### src/rtl/core/icpc_pkg.sv
package icpc_pkg;

  // Item kinds carried on tuser
  typedef enum logic [1:0] {
    KIND_SAMPLE = 2'd0,
    KIND_PUMP   = 2'd1,
    KIND_TOGGLE = 2'd2,
    KIND_TICK   = 2'd3
  } kind_t;

  // Soil status codes
  localparam logic [1:0] SOIL_DRY    = 2'd0;
  localparam logic [1:0] SOIL_MOIST  = 2'd1;
  localparam logic [1:0] SOIL_SOAKED = 2'd2;

  // Register indexes (byte address is 4x index)
  typedef enum logic [2:0] {
    REG_SOIL_DRY   = 3'd0,
    REG_SOIL_MOIST = 3'd1,
    REG_WATER_STOP = 3'd2,
    REG_OVR_LIMIT  = 3'd3,
    REG_TRAVEL     = 3'd4
  } reg_idx_t;

  localparam int AddrW   = 5;
  localparam int DataW   = 32;
  localparam int InDataW = 32;
  localparam int OutDataW = 24;

  localparam logic [11:0] SoilDryRst   = 12'd2300;
  localparam logic [11:0] SoilMoistRst = 12'd1850;
  localparam logic [12:0] WaterStopRst = 13'd336;   // 21.0 cm in 1/16 cm
  localparam logic [21:0] OvrLimitRst  = 22'd3600000;
  localparam logic [15:0] TravelRst    = 16'd4096;
  localparam logic [21:0] ElapsedMax   = 22'h3FFFFF;

  typedef struct packed {
    logic [11:0] soil_dry_threshold;
    logic [11:0] soil_moist_threshold;
    logic [12:0] water_stop_level;
    logic [21:0] override_limit_ms;
    logic [15:0] cover_travel_steps;
  } cfg_t;

  typedef struct packed {
    kind_t       req_type;
    logic [11:0] soil_adc;
    logic        rain_dry;
    logic [12:0] water_distance;
  } in_item_t;

  typedef struct packed {
    kind_t              result_kind;
    logic               pump_on;
    logic [1:0]         soil_status;
    logic               cover_open;
    logic signed [16:0] cover_move;
    logic               manual_mode;
    logic               pump_pulse;
  } out_item_t;

endpackage

### src/rtl/core/irrigation_cover_pump_controller_unit.sv
// Irrigation cover and pump controller. Each input beat (sensor sample, manual pump
// command, manual cover toggle or 1 ms tick, chosen by in_tuser) yields exactly one
// result beat, via the input register and then the result register. One beat is
// taken every cycle while the output is not stalled: the input register feeds combinational
// compare logic that updates the controller state and loads the result register, and both
// stages advance together under output backpressure. Thresholds, override limit and cover travel
// are set over the APB port at byte addresses 0x00..0x10; write them only while idle.
module irrigation_cover_pump_controller_unit (
  input  logic                           clk,
  input  logic                           rst_n,
  // input stream
  input  logic                           in_tvalid,
  output logic                           in_tready,
  input  logic [icpc_pkg::InDataW-1:0]   in_tdata,  // soil_adc[11:0], rain_dry[12], water_distance[25:13]
  input  logic [1:0]                     in_tuser,  // req_type[1:0]
  // result stream
  output logic                           out_tvalid,
  input  logic                           out_tready,
  output logic [icpc_pkg::OutDataW-1:0]  out_tdata, // pump_on[0], soil_status[2:1], cover_open[3],
                                                    // cover_move[20:4], manual_mode[21], pump_pulse[22]
  output logic [1:0]                     out_tuser, // result_kind[1:0]
  // configuration
  input  logic                           cfg_psel,
  input  logic                           cfg_penable,
  input  logic                           cfg_pwrite,
  input  logic [icpc_pkg::AddrW-1:0]     cfg_paddr,
  input  logic [icpc_pkg::DataW-1:0]     cfg_pwdata,
  output logic [icpc_pkg::DataW-1:0]     cfg_prdata,
  output logic                           cfg_pready
);

  icpc_pkg::cfg_t      cfg;
  icpc_pkg::in_item_t  item_r;
  icpc_pkg::out_item_t res, res_r;
  logic                s1_vld_r, out_vld_r;
  logic                out_free, s1_adv;

  assign cfg_pready = 1'b1;

  icpc_regs u_regs (
    .clk     (clk),
    .rst_n   (rst_n),
    .psel    (cfg_psel),
    .penable (cfg_penable),
    .pwrite  (cfg_pwrite),
    .paddr   (cfg_paddr),
    .pwdata  (cfg_pwdata),
    .prdata  (cfg_prdata),
    .cfg     (cfg)
  );

  // Pipeline flow control; no beat is taken while in reset
  assign out_free  = !out_vld_r || out_tready;
  assign s1_adv    = s1_vld_r && out_free;
  assign in_tready = rst_n && (!s1_vld_r || out_free);

  always_ff @(posedge clk) begin
    if (!rst_n) begin
      s1_vld_r  <= 1'b0;
      out_vld_r <= 1'b0;
    end else begin
      if (in_tready) s1_vld_r <= in_tvalid;
      if (out_free)  out_vld_r <= s1_vld_r;
    end
  end

  // Input register
  always_ff @(posedge clk) begin
    if (in_tvalid && in_tready) begin
      item_r.req_type       <= icpc_pkg::kind_t'(in_tuser);
      item_r.soil_adc       <= in_tdata[11:0];
      item_r.rain_dry       <= in_tdata[12];
      item_r.water_distance <= in_tdata[25:13];
    end
  end

  icpc_core u_core (
    .clk     (clk),
    .rst_n   (rst_n),
    .step_en (s1_adv),
    .item    (item_r),
    .cfg     (cfg),
    .res     (res)
  );

  // Result register
  always_ff @(posedge clk) begin
    if (s1_adv) res_r <= res;
  end

  assign out_tvalid = out_vld_r;
  assign out_tuser  = res_r.result_kind;
  assign out_tdata  = {1'b0, res_r.pump_pulse, res_r.manual_mode, res_r.cover_move,
                       res_r.cover_open, res_r.soil_status, res_r.pump_on};

endmodule

### src/rtl/core/icpc_regs.sv
module icpc_regs (
  input  logic                        clk,
  input  logic                        rst_n,
  input  logic                        psel,
  input  logic                        penable,
  input  logic                        pwrite,
  input  logic [icpc_pkg::AddrW-1:0]  paddr,
  input  logic [icpc_pkg::DataW-1:0]  pwdata,
  output logic [icpc_pkg::DataW-1:0]  prdata,
  output icpc_pkg::cfg_t              cfg
);

  icpc_pkg::cfg_t     cfg_r;
  icpc_pkg::reg_idx_t idx;
  logic               wr_en;

  assign idx   = icpc_pkg::reg_idx_t'(paddr[icpc_pkg::AddrW-1:2]);
  assign wr_en = psel & penable & pwrite;
  assign cfg   = cfg_r;

  // Register writes on the access cycle
  always_ff @(posedge clk) begin
    if (!rst_n) begin
      cfg_r.soil_dry_threshold   <= icpc_pkg::SoilDryRst;
      cfg_r.soil_moist_threshold <= icpc_pkg::SoilMoistRst;
      cfg_r.water_stop_level     <= icpc_pkg::WaterStopRst;
      cfg_r.override_limit_ms    <= icpc_pkg::OvrLimitRst;
      cfg_r.cover_travel_steps   <= icpc_pkg::TravelRst;
    end else if (wr_en) begin
      unique case (idx)
        icpc_pkg::REG_SOIL_DRY:   cfg_r.soil_dry_threshold   <= pwdata[11:0];
        icpc_pkg::REG_SOIL_MOIST: cfg_r.soil_moist_threshold <= pwdata[11:0];
        icpc_pkg::REG_WATER_STOP: cfg_r.water_stop_level     <= pwdata[12:0];
        icpc_pkg::REG_OVR_LIMIT:  cfg_r.override_limit_ms    <= pwdata[21:0];
        icpc_pkg::REG_TRAVEL:     cfg_r.cover_travel_steps   <= pwdata[15:0];
        default: ;
      endcase
    end
  end

  // Read-back mux
  always_comb begin
    unique case (idx)
      icpc_pkg::REG_SOIL_DRY:   prdata = {20'd0, cfg_r.soil_dry_threshold};
      icpc_pkg::REG_SOIL_MOIST: prdata = {20'd0, cfg_r.soil_moist_threshold};
      icpc_pkg::REG_WATER_STOP: prdata = {19'd0, cfg_r.water_stop_level};
      icpc_pkg::REG_OVR_LIMIT:  prdata = {10'd0, cfg_r.override_limit_ms};
      icpc_pkg::REG_TRAVEL:     prdata = {16'd0, cfg_r.cover_travel_steps};
      default:                  prdata = '0;
    endcase
  end

endmodule

### src/rtl/core/icpc_core.sv
module icpc_core (
  input  logic                 clk,
  input  logic                 rst_n,
  input  logic                 step_en,
  input  icpc_pkg::in_item_t   item,
  input  icpc_pkg::cfg_t       cfg,
  output icpc_pkg::out_item_t  res
);

  logic        cover_closed_r, cover_closed_nxt;
  logic        ovr_active_r, ovr_active_nxt;
  logic [21:0] elapsed_r, elapsed_nxt;
  logic        relay_r, relay_nxt;
  logic [1:0]  soil_st_r, soil_st_nxt;

  logic signed [16:0] close_mv, open_mv, move;
  logic        pulse;
  logic        soil_over_dry;
  logic [21:0] elapsed_inc;

  assign close_mv      = signed'({1'b0, cfg.cover_travel_steps});
  assign open_mv       = -close_mv;
  assign soil_over_dry = item.soil_adc > cfg.soil_dry_threshold;
  assign elapsed_inc   = (elapsed_r == icpc_pkg::ElapsedMax) ? elapsed_r : elapsed_r + 22'd1;

  // Next state and result for one item
  always_comb begin
    cover_closed_nxt = cover_closed_r;
    ovr_active_nxt   = ovr_active_r;
    elapsed_nxt      = elapsed_r;
    relay_nxt        = relay_r;
    soil_st_nxt      = soil_st_r;
    move             = '0;
    pulse            = 1'b0;
    unique case (item.req_type)
      icpc_pkg::KIND_SAMPLE: begin
        if (!ovr_active_r) begin
          if (!item.rain_dry && !cover_closed_r) begin
            move             = close_mv;
            cover_closed_nxt = 1'b1;
          end else if (item.rain_dry && cover_closed_r) begin
            move             = open_mv;
            cover_closed_nxt = 1'b0;
          end
        end
        relay_nxt = (item.water_distance >= cfg.water_stop_level) ? 1'b0 : soil_over_dry;
        priority if (soil_over_dry) begin
          soil_st_nxt = icpc_pkg::SOIL_DRY;
        end else if (item.soil_adc >= cfg.soil_moist_threshold) begin
          soil_st_nxt = icpc_pkg::SOIL_MOIST;
        end else begin
          soil_st_nxt = icpc_pkg::SOIL_SOAKED;
        end
      end
      icpc_pkg::KIND_PUMP: begin
        pulse     = 1'b1;
        relay_nxt = 1'b0;
      end
      icpc_pkg::KIND_TOGGLE: begin
        move             = cover_closed_r ? open_mv : close_mv;
        cover_closed_nxt = !cover_closed_r;
        ovr_active_nxt   = 1'b1;
        elapsed_nxt      = '0;
      end
      icpc_pkg::KIND_TICK: begin
        if (ovr_active_r) begin
          elapsed_nxt = elapsed_inc;
          if (elapsed_inc > cfg.override_limit_ms) ovr_active_nxt = 1'b0;
        end
      end
      default: ;
    endcase
  end

  // Controller state
  always_ff @(posedge clk) begin
    if (!rst_n) begin
      cover_closed_r <= 1'b0;
      ovr_active_r   <= 1'b0;
      elapsed_r      <= '0;
      relay_r        <= 1'b0;
      soil_st_r      <= icpc_pkg::SOIL_DRY;
    end else if (step_en) begin
      cover_closed_r <= cover_closed_nxt;
      ovr_active_r   <= ovr_active_nxt;
      elapsed_r      <= elapsed_nxt;
      relay_r        <= relay_nxt;
      soil_st_r      <= soil_st_nxt;
    end
  end

  assign res.result_kind = item.req_type;
  assign res.pump_on     = relay_nxt;
  assign res.soil_status = soil_st_nxt;
  assign res.cover_open  = !cover_closed_nxt;
  assign res.cover_move  = move;
  assign res.manual_mode = ovr_active_nxt;
  assign res.pump_pulse  = pulse;

endmodule

### config.mk
export PLATFORM = sky130hd
export DESIGN_NAME = irrigation_cover_pump_controller_unit
export DESIGN_NICKNAME = d
export VERILOG_FILES = /design/src/rtl/core/icpc_pkg.sv /design/src/rtl/core/irrigation_cover_pump_controller_unit.sv /design/src/rtl/core/icpc_regs.sv /design/src/rtl/core/icpc_core.sv
export SDC_FILE = /design/constraint.sdc
export NUM_CORES = 1
export LEC_CHECK = 0
export BUFFER_PORTS_ARGS = -buffer_cell sky130_fd_sc_hd__clkbuf_2
export CAP_MARGIN = 10
export CORE_UTILIZATION = 35
export CTS_BUF_LIST = sky130_fd_sc_hd__clkbuf_16
export CTS_CLUSTER_SIZE = 16
export DETAILED_ROUTE_END_ITERATION = 8
export PLACE_DENSITY = 0.66
export REMOVE_ABC_BUFFERS = 1
export SETUP_SLACK_MARGIN = 0.02
export SYNTH_ARGS = -nofsm -noshare
export SYNTH_HDL_FRONTEND = slang
export SYNTH_HIERARCHICAL = 1
export SYNTH_SLANG_ARGS = --single-unit
export TNS_END_PERCENT = 100
### constraint.sdc
create_clock -name clk -period 2.8 [get_ports clk]
set_clock_uncertainty 0.05 [all_clocks]
set_input_delay 0.42 -clock clk [delete_from_list [all_inputs] [get_ports clk]]
set_output_delay 0.42 -clock clk [all_outputs]
set_load 0.05 [all_outputs]
---- Word-level counts from Yosys, hierarchy flattened ----
Cells that the tools add are included.
storage, ports and cells
  register bits after elaboration ......... 157
  word-level logic and storage cells ...... 83
  input bits .............................. 78
operators by class
  bitwise operators ....................... 2
  reductions and logical operators ........ 21
  muxes and demuxes ....................... 22
  equal/unequal tests ..................... 9
  magnitude comparators ................... 4
  add/sub/neg operators ................... 2
operators with widths
  kind                                                                   count
  22-bit one-hot mux with 5 select lines                                 1
  17-bit two-way mux                                                     4
  22-bit two-way mux                                                     2
  22-bit one-hot mux with 2 select lines                                 1
  17-bit one-hot mux with 2 select lines                                 1
  22-bit by 1-bit adder with 22-bit output, second input constant        1
  22-bit equality test, second input constant                            1
  22-bit greater-than comparator                                         1
  16-bit negation with 17-bit output                                     1
  13-bit greater-or-equal comparator                                     1
  12-bit greater-or-equal comparator                                     1
  12-bit greater-than comparator                                         1
  2-bit AND reduction                                                    5
  1-bit two-way mux                                                      7
  3-bit by 2-bit equality test with 1-bit output, second input constant  2
  2-bit two-way mux                                                      3
  1-bit one-hot mux with 2 select lines                                  3
  1-bit logical AND                                                      5
  1-bit logical NOT                                                      5
  2-bit equality test, second input constant                             2
  3-bit by 1-bit equality test with 1-bit output, second input constant  1
  3-bit equality test, second input constant                             1
  3-bit logical NOT                                                      1
  3-bit AND reduction                                                    1
  other kinds (6)                                                        8

---- Logic depth before layout (Yosys ltp) ----
Gate-level depths: netlist of the first run.
  depth after elaboration ................. 6
  depth in mapped cells ................... 14
  depth with buffers taken out ............ 12

---- Cells and area by module ----
Netlist of the first run, hierarchy kept.
by module, submodules not included
  module                                 cells an instance  instances  area each (sq um)  seq. area each (sq um)
  icpc_core                              549                1          4,010.1            540.5
  icpc_regs                              393                1          3,611.0            1,501.4
  irrigation_cover_pump_controller_unit  67                 1          1,710.4            1,631.6

---- Worst setup path after synthesis of the first run ----
No wires, ideal clock.
  kind .................................... flip-flop to flip-flop
  start point ............................. register out_vld_r, in the netlist out_tvalid
  end point ............................... register u_core.elapsed_r[5]
  arrival time ............................ 3.062 ns
  data required time ...................... 2.633 ns
  path slack .............................. -0.429 ns
  setup time .............................. 0.117 ns
  buffers on the path ..................... 2
  cell stages (with the launch flop) ...... 9
  clock period less this slack ............ 3.229 ns
  path through ............................ dfxtp_1 nor2b_4 nor2b_1 clkbuf_1 o211ai_1 nand2_1 clkbuf_1 o21ai_1 a22o_1
on the way
  cells in the longest elaborated chain, start to end .. 4
RTL lines
  item                           line                                         RTL
  start: declaration             irrigation_cover_pump_controller_unit.sv:35  logic s1_vld_r, out_vld_r;
  start signal: assignment       irrigation_cover_pump_controller_unit.sv:63  if (out_free) out_vld_r <= s1_vld_r;
  1-bit logical NOT              irrigation_cover_pump_controller_unit.sv:53  assign out_free = !out_vld_r || out_tready;
  1-bit logical OR               irrigation_cover_pump_controller_unit.sv:53
  1-bit logical AND              irrigation_cover_pump_controller_unit.sv:54  assign s1_adv = s1_vld_r && out_free;
  via s1_adv                     irrigation_cover_pump_controller_unit.sv:36  logic out_free, s1_adv;
  3-bit AND reduction (no line)  -
  end signal: assignment         icpc_core.sv:86                              elapsed_r <= elapsed_nxt;
  end: declaration               icpc_core.sv:12                              logic [21:0] elapsed_r, elapsed_nxt;
The timed path passes the listed nets, and every way through them passes these cells.
A chain may end at the register's enable or synchronous reset.

==> results of run 1 <==
==> placed cells by master (no fill, tap or decap), drive strengths merged, types with 20 or more instances in the layout <==
cell,Yosys,layout
ha,61,61
nor2b,23,23
xor2,20,20
a22oi,23,23
buf,40,120
nand2,113,113
nand3,34,34
a21oi,36,36
inv,95,101
o21ai,43,43
mux2i,57,57
clkbuf,34,104
nor2,41,41
dfxtp,104,104
edfxtp,53,53
==> worst max path at each step <==
stage / start / to / slack [ns]
4_1_cts: u_core/elapsed_r[0] / out_tdata[21] / 0.02
3_3_place_gp: u_core/elapsed_r[0] / out_tdata[21] / -0.25
5_1_grt: u_core/elapsed_r[18] / out_tdata[21] / -0.17
6_report: u_core/elapsed_r[18] / out_tdata[21] / -0.06
3_5_place_dp: u_core/elapsed_r[0] / out_tdata[21] / -0.26
2_1_floorplan: out_tvalid / u_core/elapsed_r[11] / -0.99
==> repair_timing <==
item | 4_1_cts | 5_1_grt
buffers inserted | 2 | 6
gates resized for setup | 38 | 14
pin swaps | 13 | 16
cloned | 0 | 0
setup endpoints to repair | 2 | 2
==> state kept, by name, summed over array words and instances (netlist names) <==
name / cells
u_regs/cfg: 75
item_r: 28
out_tdata: 23
u_core/elapsed_r: 22
out_tuser: 2
u_core/soil_st_r: 2
out_tvalid: 1
s1_vld_r: 1
u_core/cover_closed_r: 1
u_core/ovr_active_r: 1
u_core/relay_r: 1
==> final cells by class <==
cell class / count / area (um^2) / area share
multi-input cells: 691 / 5060 / 0.432
clock buffers: 18 / 450 / 0.0384
flip-flops and latches: 157 / 3690 / 0.315
inverters: 95 / 359 / 0.0306
well taps: 335 / 419 / 0.0357
repair buffers: 206 / 1630 / 0.139
clock inverters: 14 / 113 / 0.00960
==> kinds of logic (layout without fill, tap and decap cells) <==
logic type,Yosys count,count (layout),synth area share
adder cells (fa/ha/maj),61,61,0.0818
AND/OR/NAND/NOR,309,309,0.182
multiplexers,70,70,0.0768
AO/OA/AOI/OAI,210,210,0.153
other,3,12,0.00121
buffers and inverters,170,333,0.0849
flip-flops,157,157,0.394
XOR/XNOR,29,29,0.0272
==> power by group through the flow <==
stage                     Clock, mW  Sequential [mW]  Combinational (mW)
after global routing           2.39             2.44               0.664
after floorplan                   0             2.53               0.272
final                          2.26             2.43               0.619
after detailed placement          0             2.48               0.615
after CTS                      2.29             2.43               0.618
after global placement            0             2.48               0.607
==> per-stage QoR <==
step | area [um^2] | cells
6_report | 11700 | 1516
5_1_grt | 11700 | 1516
4_1_cts | 11600 | 1510
3_5_place_dp | 10900 | 1476
3_3_place_gp | 10900 | 1476
2_1_floorplan | 8930 | 943
==> routing by layer <==
metal,GRT usage,vias to the layer above
li1,-,3918
met1,0.273,3812
met5,0,-
met4,0.0530,0
met2,0.320,318
met3,0.0435,28
==> flow_summary.json, run 1 <==
{
  "post-synth-top-area-fraction": 0.223,
  "syn_to_final_growth_pct": 25.7,
  "period_needed_ns": 2.86,
  "yosysMostFrequentCell": "nand2_1",
  "gp_congestion": 0.898,
  "holdPathStages": 1,
  "ys_types": 81,
  "fillers": 2510,
  "port_buffers": 108,
  "cts_buffers": 17,
  "place_hpwl_um": 20200,
  "drc": 22,
  "required_ns": 2.92,
  "synth_area_um2": 9330,
  "crit_family": "simple AND/OR/NAND/NOR gates",
  "switching_share": 0.257,
  "setup_slack_ns": -0.0599,
  "drv_cap": 0,
  "viasPerCell": 5.33,
  "overflow": 0,
  "cpPeakStageDelay_ns": 0.39,
  "synth_edf_count": 53,
  "power.total_mw": 5.31,
  "critPathMaxFanout": 5,
  "drive_above_1_share": 0.255,
  "dp_slack_ns": -0.260,
  "root_buffer": "clkbuf_16",
  "hold_class": "input port to flip-flop",
  "grt_pass1_vias": 7589,
  "worstPathArrival_ns": 2.98,
  "met1_length_um": 12300,
  "ys_async_sr_fraction": 0,
  "postSynthCellCount": 1009,
  "nNetsFinal": 1307,
  "slew_headroom": 0.529,
  "hold_violations": 0,
  "route.vias.total": 8076,
  "slew_violations": 0,
  "critPathCaptureType": "flip-flop",
  "ys_ff_latch": 157,
  "pwr_density_cell_nw_per_um2": 453,
  "yosys_warnings": 6,
  "comb_power_share": 0.117,
  "worstReg2RegStart": "u_core/elapsed_r[18]",
  "outcome": "complete, but fails checks",
  "htree_num_levels": 4,
  "internal_power_mw": 3.94,
  "postCtsHoldBufs": 0,
  "clk_path_buf_depth": 2,
  "rsz0062_at_grt": "true",
  "whs_endpoint": "item_r[20]",
  "cp-start-kind": "flip-flop",
  "grt_max_degree": 58,
  "max_freq_mhz": 350,
  "synthTopCellsByCount": "113 x nand2_1, 104 x dfxtp_1, 94 x inv_1",
  "period_share": 1.02,
  "seqPwrFrac": 0.458,
  "met3RoutedLength_um": 1950,
  "pwr-share-clk": 0.425,
  "rr_worst_depth": 12,
  "fp.dieW_um": 165,
  "cp_num_buf_inv": 1,
  "worstPathCellList": "nand4_1 -> nor4_4 -> a21boi_4 -> buf_6 -> and3_4 -> xor2_1 -> ha_1 -> and4_1 -> and4_4 -> o31ai_2 -> o211ai_1 -> a31oi_1",
  "clk_latency_ns": 0.44,
  "wl_per_cell_um": 17.6,
  "tightest_slew_ns": 0.707,
  "synth_top_area_cell": "dfxtp_1",
  "peakVddDrop_mv": 0.320,
  "top_layer_used": "met4",
  "met2_length_um": 12000,
  "p_switching_mw": 1.36,
  "cts_tree": "done",
  "worstHoldStart": "in_tdata[6]",
  "core_region_area_um2": 26100,
  "cts_sinks": 157,
  "setup_tns_ns": -0.0599,
  "rows": 59,
  "cpMaxStageDelayCell": "nor4_4",
  "crit_type": "flip-flop to flip-flop",
  "r2r_end": "out_tdata[21]",
  "leakage_nw": 5.22,
  "die-area_um2": 27300,
  "die_y_um": 165,
  "clk_pin_slew_ns": 0.06,
  "cp_num_cells": 12,
  "routed_wl_um": 26700,
  "start_util": 0.357,
  "violations": "design-rule violations, negative setup slack",
  "grt_util_all_layers": 0.201,
  "final_antenna_net_count": 0,
  "setup_viol": 1,
  "dr.pass1.iters": 9,
  "avgSynthCellArea_um2": 9.25,
  "diodes": 0,
  "reg2reg_setup_slack_ns": -0.06,
  "drtIter0Drc": 817,
  "antenna_found_initial": 0,
  "postLayoutCoreUtil": 0.449,
  "grt_pass1_wl_um": 41400,
  "ys_seq_area_frac": 0.394,
  "synth_ff_type": "dfxtp_1",
  "top_level_ports": 139,
  "synthTopCellsByArea": "dfxtp_1 22%, edfxtp_1 17%, ha_1 8.2%",
  "holdWs_ns": 0.103
}
Note: power is estimated with default switching activity, not from simulation.
==> run 2: changes to the inputs <==
--- a/config.mk
+++ b/config.mk
@@ -8,7 +8,6 @@
 export BUFFER_PORTS_ARGS = -buffer_cell sky130_fd_sc_hd__clkbuf_2
 export CAP_MARGIN = 10
 export CORE_UTILIZATION = 35
-export CTS_BUF_LIST = sky130_fd_sc_hd__clkbuf_16
 export CTS_CLUSTER_SIZE = 16
 export DETAILED_ROUTE_END_ITERATION = 8
 export PLACE_DENSITY = 0.66
==> run 2 against run 1 <==
Compared with the run above: the run still ends with design-rule violations, negative setup slack left; via count up 0.22%; cell area up 0.17%; wire length about the same; total power up 1.5%; non-clock buffer count unchanged; fmax up 0.30%; cell count unchanged; critical path depth unchanged; clock power up 4%; die area unchanged; count of clock-buffer cells in the layout up 7.
==> flow_summary.json, run 2 (synthesized netlist as in run 1, its figures left out) <==
{
  "outcome": "complete, but fails checks",
  "violations": "design-rule violations, negative setup slack",
  "cpMaxStageDelayCell": "nor4_4",
  "setup_slack_ns": -0.0515,
  "cts_sinks": 157,
  "clk_pin_slew_ns": 0.07,
  "cpPeakStageDelay_ns": 0.39,
  "setup_tns_ns": -0.0515,
  "worstHoldStart": "in_tdata[6]",
  "final_antenna_net_count": 0,
  "top_level_ports": 139,
  "final_common_cell": "nand2_1",
  "critPathCaptureType": "flip-flop",
  "htree_num_levels": 4,
  "start_util": 0.357,
  "peakVddDrop_mv": 0.320,
  "worstPathCellList": "nand4_1 -> nor4_4 -> a21boi_4 -> buf_6 -> and3_4 -> xor2_1 -> ha_1 -> and4_1 -> and4_4 -> o31ai_2 -> o211ai_1 -> a31oi_1",
  "slew_headroom": 0.522,
  "clk_latency_ns": 0.44,
  "die_y_um": 165,
  "cp-start-kind": "flip-flop",
  "slew_violations": 0,
  "dr.pass1.iters": 7,
  "hold_class": "input port to flip-flop",
  "drv_cap": 0,
  "syn_to_final_growth_pct": 25.9,
  "port_buffers": 108,
  "postCtsHoldBufs": 0,
  "leakage_nw": 5.21,
  "grt_pass1_wl_um": 41400,
  "nNetsFinal": 1307,
  "whs_endpoint": "item_r[20]",
  "final_cell_area_um2": 11700,
  "rr_worst_depth": 12,
  "cp_num_buf_inv": 1,
  "drive_above_1_share": 0.257,
  "wl_per_cell_um": 17.6,
  "antenna_found_initial": 0,
  "cts_buffers": 17,
  "rsz0062_at_grt": "true",
  "pwr_density_cell_nw_per_um2": 458,
  "crit_family": "simple AND/OR/NAND/NOR gates",
  "root_buffer": "clkbuf_16",
  "setup_viol": 1,
  "drtIter0Drc": 732,
  "largest_reg_flops": 75,
  "rows": 59,
  "place_hpwl_um": 20200,
  "holdPathStages": 1,
  "cts_tree": "done",
  "worstReg2RegStart": "u_core/elapsed_r[18]",
  "die-area_um2": 27300,
  "routed_wl_um": 26700,
  "most-common-layout-cells": "112 x nand2_1, 94 x inv_1, 93 x buf_4, 92 x dfxtp_1, 86 x clkbuf_2",
  "grt_pass1_vias": 7592,
  "route.vias.total": 8094,
  "hold_violations": 0,
  "dpl_cell_area_um2": 10900,
  "crit_type": "flip-flop to flip-flop",
  "required_ns": 2.93,
  "grt_util_all_layers": 0.201,
  "critPathMaxFanout": 5,
  "drc": 22,
  "gp_congestion": 0.898,
  "max_freq_mhz": 351,
  "period_share": 1.02,
  "fp.dieW_um": 165,
  "grt_max_degree": 58,
  "tightest_slew_ns": 0.717,
  "worstPathArrival_ns": 2.98,
  "clk_path_buf_depth": 2,
  "period_needed_ns": 2.85,
  "reg2reg_setup_slack_ns": -0.05,
  "core_region_area_um2": 26100,
  "diodes": 0,
  "viasPerCell": 5.34,
  "r2r_end": "out_tdata[21]",
  "overflow": 0
}
[run 2: cell types whose count changed in the layout (fill, tap and decap cells not counted), sizes merged]
cell | previous run | this run
inv | 101 | 96
clkinv | 6 | 4
clkbuf | 104 | 111
[run 2: worst max path at each step]
stage	start	end	slack [ns]	depth (start not counted)
after floorplan	out_tvalid	u_core/elapsed_r[11]	-0.99	6
after global placement	u_core/elapsed_r[0]	out_tdata[21]	-0.25	10
after detailed placement	u_core/elapsed_r[0]	out_tdata[21]	-0.26	10
after CTS	u_core/elapsed_r[0]	out_tdata[21]	0.02	12
after global routing	u_core/elapsed_r[18]	out_tdata[21]	-0.17	12
final	u_core/elapsed_r[18]	out_tdata[21]	-0.05	12
[run 2: routing by layer]
metal / wire [um] / global-route usage
met2: 12100 / 0.320
met4: 408 / 0.0550
met1: 12400 / 0.274
met3: 1810 / 0.0422
met5: 0 / 0
[run 2: through the flow]
step / instances / util / hold slack (ns) / total power, mW / worst slack (ns)
3_3_place_gp: 1476 / 0.418 / 0.401 / 3.09 / -0.251
2_1_floorplan: 943 / - / 0.389 / 2.80 / -0.989
3_5_place_dp: 1476 / 0.418 / 0.410 / 3.10 / -0.260
5_1_grt: 1516 / 0.450 / 0.0822 / 5.56 / -0.171
4_1_cts: 1510 / 0.446 / 0.0919 / 5.42 / 0.0206
6_report: 1516 / 0.450 / 0.103 / 5.39 / -0.0515
[run 2: power by group]
| part | total (mW) | internal [mW] | switching, mW | leakage (nW) |
|---|---|---|---|---|
| Sequential | 2.43 | 2.40 | 0.0296 | 1.35 |
| Combinational | 0.619 | 0.208 | 0.411 | 3.56 |
| Clock | 2.34 | 1.41 | 0.927 | 0.290 |
| Total | 5.39 | 4.02 | 1.37 | 5.21 |
[run 2: repair_timing]
item	in CTS	in global routing
gates cloned	0	0
endpoints found under the hold margin	0	0
endpoints found under the setup margin	2	2
resized for setup	38	14
setup buffers	2	6
pin swaps	13	16
[run 2: area by class of cell]
| type | count | area, um^2 |
|---|---|---|
| clock buffers | 25 | 497 |
| flip-flops and latches | 157 | 3690 |
| fillers | 2508 | 14400 |
| repair buffers | 206 | 1630 |
| well taps | 335 | 419 |
| inverters | 95 | 359 |
| multi-input cells | 691 | 5060 |
| clock inverters | 7 | 86.3 |
